===== config.mk =====
export PLATFORM = sky130hd
export DESIGN_NAME = in_order_retire_job_window
export DESIGN_NICKNAME = d
export VERILOG_FILES = /design/src/rtl/iorjw_pkg.sv /design/src/rtl/iorjw_ram.sv /design/src/rtl/in_order_retire_job_window.sv
export SDC_FILE = /design/constraint.sdc
export NUM_CORES = 1
export LEC_CHECK = 0
export BUFFER_PORTS_ARGS = -buffer_cell sky130_fd_sc_hd__buf_4
export CORE_MARGIN = 3
export CORE_UTILIZATION = 35
export CTS_CLUSTER_SIZE = 14
export DETAILED_ROUTE_END_ITERATION = 16
export PLACE_DENSITY = 0.59
export SYNTH_ARGS = -nofsm -noshare
export SYNTH_HDL_FRONTEND = slang
export SYNTH_SLANG_ARGS = --single-unit

===== constraint.sdc =====
create_clock -name clk -period 5.4 [get_ports clk]
set_clock_uncertainty 0.1 [all_clocks]
set_input_delay 0.54 -clock clk [delete_from_list [all_inputs] [get_ports clk]]
set_output_delay 0.54 -clock clk [all_outputs]
set_load 0.02 [all_outputs]

===== src/rtl/iorjw_pkg.sv =====
// Shared types and constants for the in-order retire job window.
package iorjw_pkg;

  localparam int DEPTH  = 16;
  localparam int IDX_W  = $clog2(DEPTH);
  localparam int CNT_W  = IDX_W + 1;
  localparam int VAL_W  = 32;

  typedef enum logic [1:0] {
    OP_ADD         = 2'd0,
    OP_COMPLETE    = 2'd1,
    OP_READ_OLDEST = 2'd2,
    OP_TAKE        = 2'd3
  } op_t;

  typedef enum logic [1:0] {
    ST_OK        = 2'd0,
    ST_FULL      = 2'd1,
    ST_NOT_READY = 2'd2
  } status_t;

  typedef enum logic [2:0] {
    S_IDLE,
    S_EXEC,
    S_WALK,
    S_RDWAIT,
    S_OUT
  } state_t;

endpackage


===== src/rtl/iorjw_ram.sv =====
// Generic single-write, single-read RAM with registered read data.
module iorjw_ram #(
  parameter int WIDTH = 32,
  parameter int DEPTH = 16
) (
  input  logic                     clk,
  input  logic                     we,
  input  logic [$clog2(DEPTH)-1:0] waddr,
  input  logic [WIDTH-1:0]         wdata,
  input  logic                     re,
  input  logic [$clog2(DEPTH)-1:0] raddr,
  output logic [WIDTH-1:0]         rdata
);

  logic [WIDTH-1:0] mem [DEPTH];
  logic [WIDTH-1:0] rdata_r;

  always_ff @(posedge clk) begin
    if (we) begin
      mem[waddr] <= wdata;
    end
    if (re) begin
      rdata_r <= mem[raddr];
    end
  end

  assign rdata = rdata_r;

endmodule


===== src/rtl/in_order_retire_job_window.sv =====
// Top level of the in-order retire job window: sequencer, flags and value RAM.
//
//  channel   dir  ports                       beat contents (low bit first)
//  --------  ---  --------------------------  ------------------------------------------
//  in        in   in_tvalid/tready/tdata/tuser tdata: job_value[31:0], position[35:32];
//                                              tuser: operation[1:0]
//  out       out  out_tvalid/tready/tdata/tuser tdata: data[31:0], slot_written[35:32],
//                                              occupied[40:36]; tuser: status[1:0]
//  cfg       in   cfg_wr_en/cfg_wr_data       queue_size[4:0], no handshake back
//
//  A beat goes through accept, execute and present for add and for a refused
//  take; read-oldest and a good take add a wait state for the registered RAM
//  read, and complete adds a retire walk over N (0..16) done entries: the
//  walk advances the head one slot per cycle through the shared index
//  incrementer and leaves once the window is empty or the head slot is not
//  done. in_tready is low while a beat is at
//  work or its result waits on out_tready. Reset (rst_n low, synchronous)
//  clears the indices, the count, and the per-slot valid, ready and nonzero
//  flags at once; a slot whose valid flag is clear reads as zero.
module in_order_retire_job_window
  import iorjw_pkg::*;
(
  input  logic        clk,
  input  logic        rst_n,
  // in_tdata: job_value[31:0], position[35:32], zero pad [39:36]
  input  logic        in_tvalid,
  output logic        in_tready,
  input  logic [39:0] in_tdata,
  // in_tuser: operation[1:0]
  input  logic [1:0]  in_tuser,
  // out_tdata: data[31:0], slot_written[35:32], occupied[40:36], zero pad [47:41]
  output logic        out_tvalid,
  input  logic        out_tready,
  output logic [47:0] out_tdata,
  // out_tuser: status[1:0]
  output logic [1:0]  out_tuser,
  input  logic        cfg_wr_en,
  input  logic [4:0]  cfg_wr_data
);

  state_t            state_r, state_nxt;
  op_t               op_r, op_nxt;
  logic [VAL_W-1:0]  val_r, val_nxt;
  logic [IDX_W-1:0]  pos_r, pos_nxt;
  logic [IDX_W-1:0]  head_r, head_nxt;
  logic [IDX_W-1:0]  tail_r, tail_nxt;
  logic [CNT_W-1:0]  count_r, count_nxt;
  logic [CNT_W-1:0]  qsize_r;
  logic [DEPTH-1:0]  valid_r, valid_nxt;
  logic [DEPTH-1:0]  rdy_r, rdy_nxt;
  logic [DEPTH-1:0]  nz_r, nz_nxt;
  logic [IDX_W-1:0]  rd_idx_r, rd_idx_nxt;
  status_t           status_r, status_nxt;
  logic [VAL_W-1:0]  data_r, data_nxt;
  logic [IDX_W-1:0]  slot_r, slot_nxt;

  logic [CNT_W-1:0]  eff_size;
  logic [IDX_W-1:0]  idx_in;
  logic [CNT_W-1:0]  idx_inc;
  logic [IDX_W-1:0]  idx_next;
  logic              walk_step;

  logic              ram_we;
  logic              ram_re;
  logic [IDX_W-1:0]  ram_raddr;
  logic [VAL_W-1:0]  ram_rdata;

  // Clamp the programmed size into 1..DEPTH.
  always_comb begin
    eff_size = qsize_r;
    if (qsize_r == '0) begin
      eff_size = CNT_W'(1);
    end else if (qsize_r > CNT_W'(DEPTH)) begin
      eff_size = CNT_W'(DEPTH);
    end
  end

  // Shared index unit: advance the head while walking, the tail otherwise.
  assign idx_in   = (state_r == S_WALK) ? head_r : tail_r;
  assign idx_inc  = {1'b0, idx_in} + CNT_W'(1);
  assign idx_next = (idx_inc >= eff_size || idx_inc >= CNT_W'(DEPTH)) ? '0
                                                                      : idx_inc[IDX_W-1:0];

  // Retire the head while entries are held and the head slot is done.
  assign walk_step = (count_r != '0) && !nz_r[head_r];

  iorjw_ram #(
    .WIDTH (VAL_W),
    .DEPTH (DEPTH)
  ) u_ram (
    .clk   (clk),
    .we    (ram_we),
    .waddr (tail_r),
    .wdata (val_r),
    .re    (ram_re),
    .raddr (ram_raddr),
    .rdata (ram_rdata)
  );

  // Next state.
  always_comb begin
    state_nxt = state_r;
    case (state_r)
      S_IDLE: begin
        if (in_tvalid) begin
          state_nxt = S_EXEC;
        end
      end
      S_EXEC: begin
        case (op_r)
          OP_COMPLETE:    state_nxt = S_WALK;
          OP_READ_OLDEST: state_nxt = S_RDWAIT;
          OP_TAKE:        state_nxt = rdy_r[pos_r] ? S_RDWAIT : S_OUT;
          default:        state_nxt = S_OUT;
        endcase
      end
      S_WALK: begin
        if (!walk_step) begin
          state_nxt = S_OUT;
        end
      end
      S_RDWAIT: state_nxt = S_OUT;
      S_OUT: begin
        if (out_tready) begin
          state_nxt = S_IDLE;
        end
      end
      default: state_nxt = S_IDLE;
    endcase
  end

  // Datapath and flag updates.
  always_comb begin
    op_nxt     = op_r;
    val_nxt    = val_r;
    pos_nxt    = pos_r;
    head_nxt   = head_r;
    tail_nxt   = tail_r;
    count_nxt  = count_r;
    valid_nxt  = valid_r;
    rdy_nxt    = rdy_r;
    nz_nxt     = nz_r;
    rd_idx_nxt = rd_idx_r;
    status_nxt = status_r;
    data_nxt   = data_r;
    slot_nxt   = slot_r;
    ram_we     = 1'b0;
    ram_re     = 1'b0;
    ram_raddr  = pos_r;
    case (state_r)
      S_IDLE: begin
        if (in_tvalid) begin
          op_nxt     = op_t'(in_tuser);
          val_nxt    = in_tdata[VAL_W-1:0];
          pos_nxt    = in_tdata[VAL_W+IDX_W-1:VAL_W];
          status_nxt = ST_OK;
          data_nxt   = '0;
          slot_nxt   = '0;
        end
      end
      S_EXEC: begin
        case (op_r)
          OP_ADD: begin
            if (count_r >= eff_size) begin
              status_nxt = ST_FULL;
            end else begin
              ram_we            = 1'b1;
              valid_nxt[tail_r] = 1'b1;
              rdy_nxt[tail_r]   = 1'b1;
              nz_nxt[tail_r]    = |val_r;
              slot_nxt          = tail_r;
              tail_nxt          = idx_next;
              count_nxt         = count_r + CNT_W'(1);
            end
          end
          OP_COMPLETE: begin
            // A cleared valid bit reads as zero: no RAM write needed.
            valid_nxt[pos_r] = 1'b0;
            nz_nxt[pos_r]    = 1'b0;
          end
          OP_READ_OLDEST: begin
            ram_re     = 1'b1;
            ram_raddr  = head_r;
            rd_idx_nxt = head_r;
          end
          OP_TAKE: begin
            if (rdy_r[pos_r]) begin
              rdy_nxt[pos_r] = 1'b0;
              ram_re         = 1'b1;
              rd_idx_nxt     = pos_r;
            end else begin
              status_nxt = ST_NOT_READY;
            end
          end
          default: begin
            status_nxt = ST_OK;
          end
        endcase
      end
      S_WALK: begin
        if (walk_step) begin
          head_nxt  = idx_next;
          count_nxt = count_r - CNT_W'(1);
        end
      end
      S_RDWAIT: begin
        data_nxt = valid_r[rd_idx_r] ? ram_rdata : '0;
      end
      default: begin
        data_nxt = data_r;
      end
    endcase
  end

  always_ff @(posedge clk) begin
    if (!rst_n) begin
      state_r <= S_IDLE;
      head_r  <= '0;
      tail_r  <= '0;
      count_r <= '0;
      qsize_r <= CNT_W'(DEPTH);
      valid_r <= '0;
      rdy_r   <= '0;
      nz_r    <= '0;
    end else begin
      state_r <= state_nxt;
      head_r  <= head_nxt;
      tail_r  <= tail_nxt;
      count_r <= count_nxt;
      valid_r <= valid_nxt;
      rdy_r   <= rdy_nxt;
      nz_r    <= nz_nxt;
      if (cfg_wr_en) begin
        qsize_r <= cfg_wr_data;
      end
    end
  end

  // Payload holds need no reset.
  always_ff @(posedge clk) begin
    op_r     <= op_nxt;
    val_r    <= val_nxt;
    pos_r    <= pos_nxt;
    rd_idx_r <= rd_idx_nxt;
    status_r <= status_nxt;
    data_r   <= data_nxt;
    slot_r   <= slot_nxt;
  end

  assign in_tready  = (state_r == S_IDLE);
  assign out_tvalid = (state_r == S_OUT);
  assign out_tdata  = {7'd0, count_r, slot_r, data_r};
  assign out_tuser  = status_r;

endmodule


==> summary.md <==
| Metric | Value |
|---|---|
| Worst VDD drop | `0.000185 V` |
| Post-Syn Area | `27200 um2` |
| PortBufs | `92` |
| Die Span Y | `285 um` |
| Grt met1 use | `20.9%` |
| Status | `complete, no violations` |
| RSZ-0062 raised after global routing | `false` |
| Cts repair resizes | `0` |
| Fraction of registers with async set/reset | `0%` |
| Synth warn | `0` |
| Initial Util | `35.5%` |
| Cts bufs inserted | `72` |
| Drt via density | `5.24` |
| Layout cells sized above 1 | `15.8%` |
| Chip width | `285 um` |
| Synth area leader | `edfxtp_1` |
| WS Path Type | `flop to flop` |
| Period minus WS final | `4.06 ns` |
| Area contributors post-synth | `edfxtp_1 (69%), mux2i_1 (11%), dfxtp_1 (5.1%)` |
| DR iter-0 viols | `1376` |
| Register bit count reported by yosys | `693` |
| Worst Min Path Start | `in_tdata[20]` |
| Max Root-Sink Buffers | `3` |
| Synth-to-layout area growth | `17.8%` |
| CP startpoint | `state_r[2]$_SDFFE_PN0P_` |
| CP endpoint kind | `flop` |
| Hold Path Cell Cnt | `1` |
| Most frequent cells in the layout | `edfxtp_1 (624), mux2i_1 (285), o22ai_1 (128), buf_4 (128), clkbuf_16 (74)` |
| Max cap viols | `0` |
| TNS Setup | `0 ns` |
| Remaining antenna violation count | `0` |
| Die area | `81000 um2` |
| Final period utilization | `75.2%` |
| Max-slew violations | `0` |
| Vias | `15123` |
| Critical path required time | `5.62 ns` |
| Htree depth | `3` |
| PwrDens | `385 nW/um2` |
| Least-Margin Pin Slew | `1.06 ns` |
| Final hold violation count | `0` |
| Clock transition at path regs | `0.06 ns` |
| Ports | `104` |
| Std-Cell Rows | `101` |
| Met2 Use GR | `27.5%` |
| EDFF count, synth | `624` |
| Most common cell after layout, fill and taps aside | `edfxtp_1` |
| Area post-placement | `29200 um2` |
| Crit path max fanout | `21` |
| Count of cell types in the netlist | `61` |
| Post-CTS Setup Inserts | `0` |
| Root Driver | `clkbuf_16` |
| Final Cell Area | `32000 um2` |
| Util after Layout | `41.9%` |
| Rel. slew slack | `29.1%` |
| Core Region | `76500 um2` |
| Initial antenna violation count | `0` |
| Clk sink count | `693` |
| Final setup vio count | `0` |
| Worst-Skew Late Latency | `0.60 ns` |
| FF-to-FF path depth | `7` |
| Vias in the first global route | `15434` |
| Worst EP arrival | `4.28 ns` |
| Largest net degree at the start of global routing | `81` |
| Met3 global-route usage | `2.35%` |
| Final Net Count | `1866` |
| Post-DP HPWL | `37.4 mm` |
| GP Congestion | `0.855` |
| First-pass GRT wire length | `97.9 mm` |
| FMAX | `246 MHz` |
| Worst hold path type | `primary input to flop` |
| Reg2reg start | `state_r[2]$_SDFFE_PN0P_` |
| Pre-antenna DRT Iters | `5` |
| Primary FF master, synth | `edfxtp_1` |
| Wirelength per Cell | `23.1 um` |
| GRT Util Overall | `16.2%` |
| Final WL | `66.6 mm` |
| Register area share after synthesis | `74.1%` |
| Syn avg cell area | `16.5 um2` |
| Total grt overflow | `0` |
| Setup crit start kind | `flop` |
| Area share of the largest cell type after synthesis | `69.0%` |
| Syn Inst Count | `1649` |
| Detailed-route DRC error count | `0` |
| Leakage power | `11.3 nW` |
| CTS tree | `built` |
| Busiest grt layer | `met2` |
==> timing repair <==
item | CTS | global route
setup endpoints to repair | 0 | 0
hold buffers | 32 | 0
hold endpoints to repair | 32 | 0
==> critical path: stages, from the launching register on <==
cell	delay, ns
dfxtp_1	0.44
or3b_4	0.56
nor3b_4	0.60
nor3_1	0.17
a31oi_4	0.62
buf_4	0.51
o22ai_1	0.17
or4_1	0.60
==> cell type report <==
cell class / count / area (um2)
repair buffers: 165 / 1380
clock buffers: 84 / 1910
clock inverters: 48 / 529
inverters: 21 / 78.8
fillers: 6759 / 44500
diodes: 1 / 2.50
flip-flops and latches: 693 / 20100
well taps: 1030 / 1290
multi-input cells: 846 / 6690
==> where the power goes <==
group	switching [mW]	internal, mW	total (mW)
clock	2.03	3.06	5.09
combinational	0.598	0.393	0.991
sequential	0.166	6.06	6.22
total	2.79	9.52	12.3
==> routing by layer <==
layer / share of wire, % / routed length [um] / up-vias
met5: 0 / 0 / -
met1: 43 / 28400 / 7744
met4: 3.4 / 2240 / 0
met2: 49 / 32900 / 428
li1: - / - / 6828
met3: 4.7 / 3110 / 123
==> cell usage after synthesis (12+ instances only) <==
cell type / count
or4_1: 36
dfxtp_1: 69
mux2i_1: 286
nor4_1: 12
and2_1: 38
a31oi_1: 17
o21ai_0: 20
inv_1: 17
nand2_1: 51
nor3_1: 17
nor2_1: 45
edfxtp_1: 624
nand3_1: 18
buf_2: 32
clkbuf_1: 46
o22ai_1: 128
a21oi_1: 30
ha_1: 14
==> cell families (layout without fill, tap and decap cells) <==
kind of cell             after synthesis  in the layout  share of synthesized area [%]
AND/OR/NAND/NOR                      265            265                           5.41
flip-flops                           693            693                           74.1
adder cells (fa/ha/maj)               15             15                          0.718
XOR/XNOR                               6              6                          0.193
other                                  1              8                         0.0138
AO/OA/AOI/OAI                        251            251                           5.96
buffers and inverters                116            318                           2.00
multiplexers                         302            302                           11.7
==> registers in the layout (all words and copies together), names as in the netlist, 5 cells and up <==
register and count:
count_r 5, qsize_r 5, valid_r 16, val_r 32, rdy_r 16, data_r 32
u_ram.mem 512, nz_r 16, u_ram.rdata 32
==> worst paths after layout <==
kind | to | slack, ns
worst max register to register | u_ram.rdata[16]$_DFFE_PP_ | 1.34
worst min register to register | valid_r[11]$_SDFFE_PN0P_ | 0.38
worst max-delay path | u_ram.rdata[16]$_DFFE_PP_ | 1.34
worst min-delay path | val_r[20]$_DFFE_PP_ | 0.03
==> through the flow <==
stage                     setup WS (ns)  std cells  power (mW)  hold slack [ns]
after floorplan                 -0.0896       1655        6.92            0.332
after global placement             1.36       2723        7.30            0.353
after detailed placement           1.39       2723        7.32            0.360
after CTS                          1.37       2887        12.4          0.00688
after global routing               1.00       2887        12.7           0.0171
final                              1.34       2888        12.3           0.0339
No activity file was read; power rests on OpenSTA's default activity.
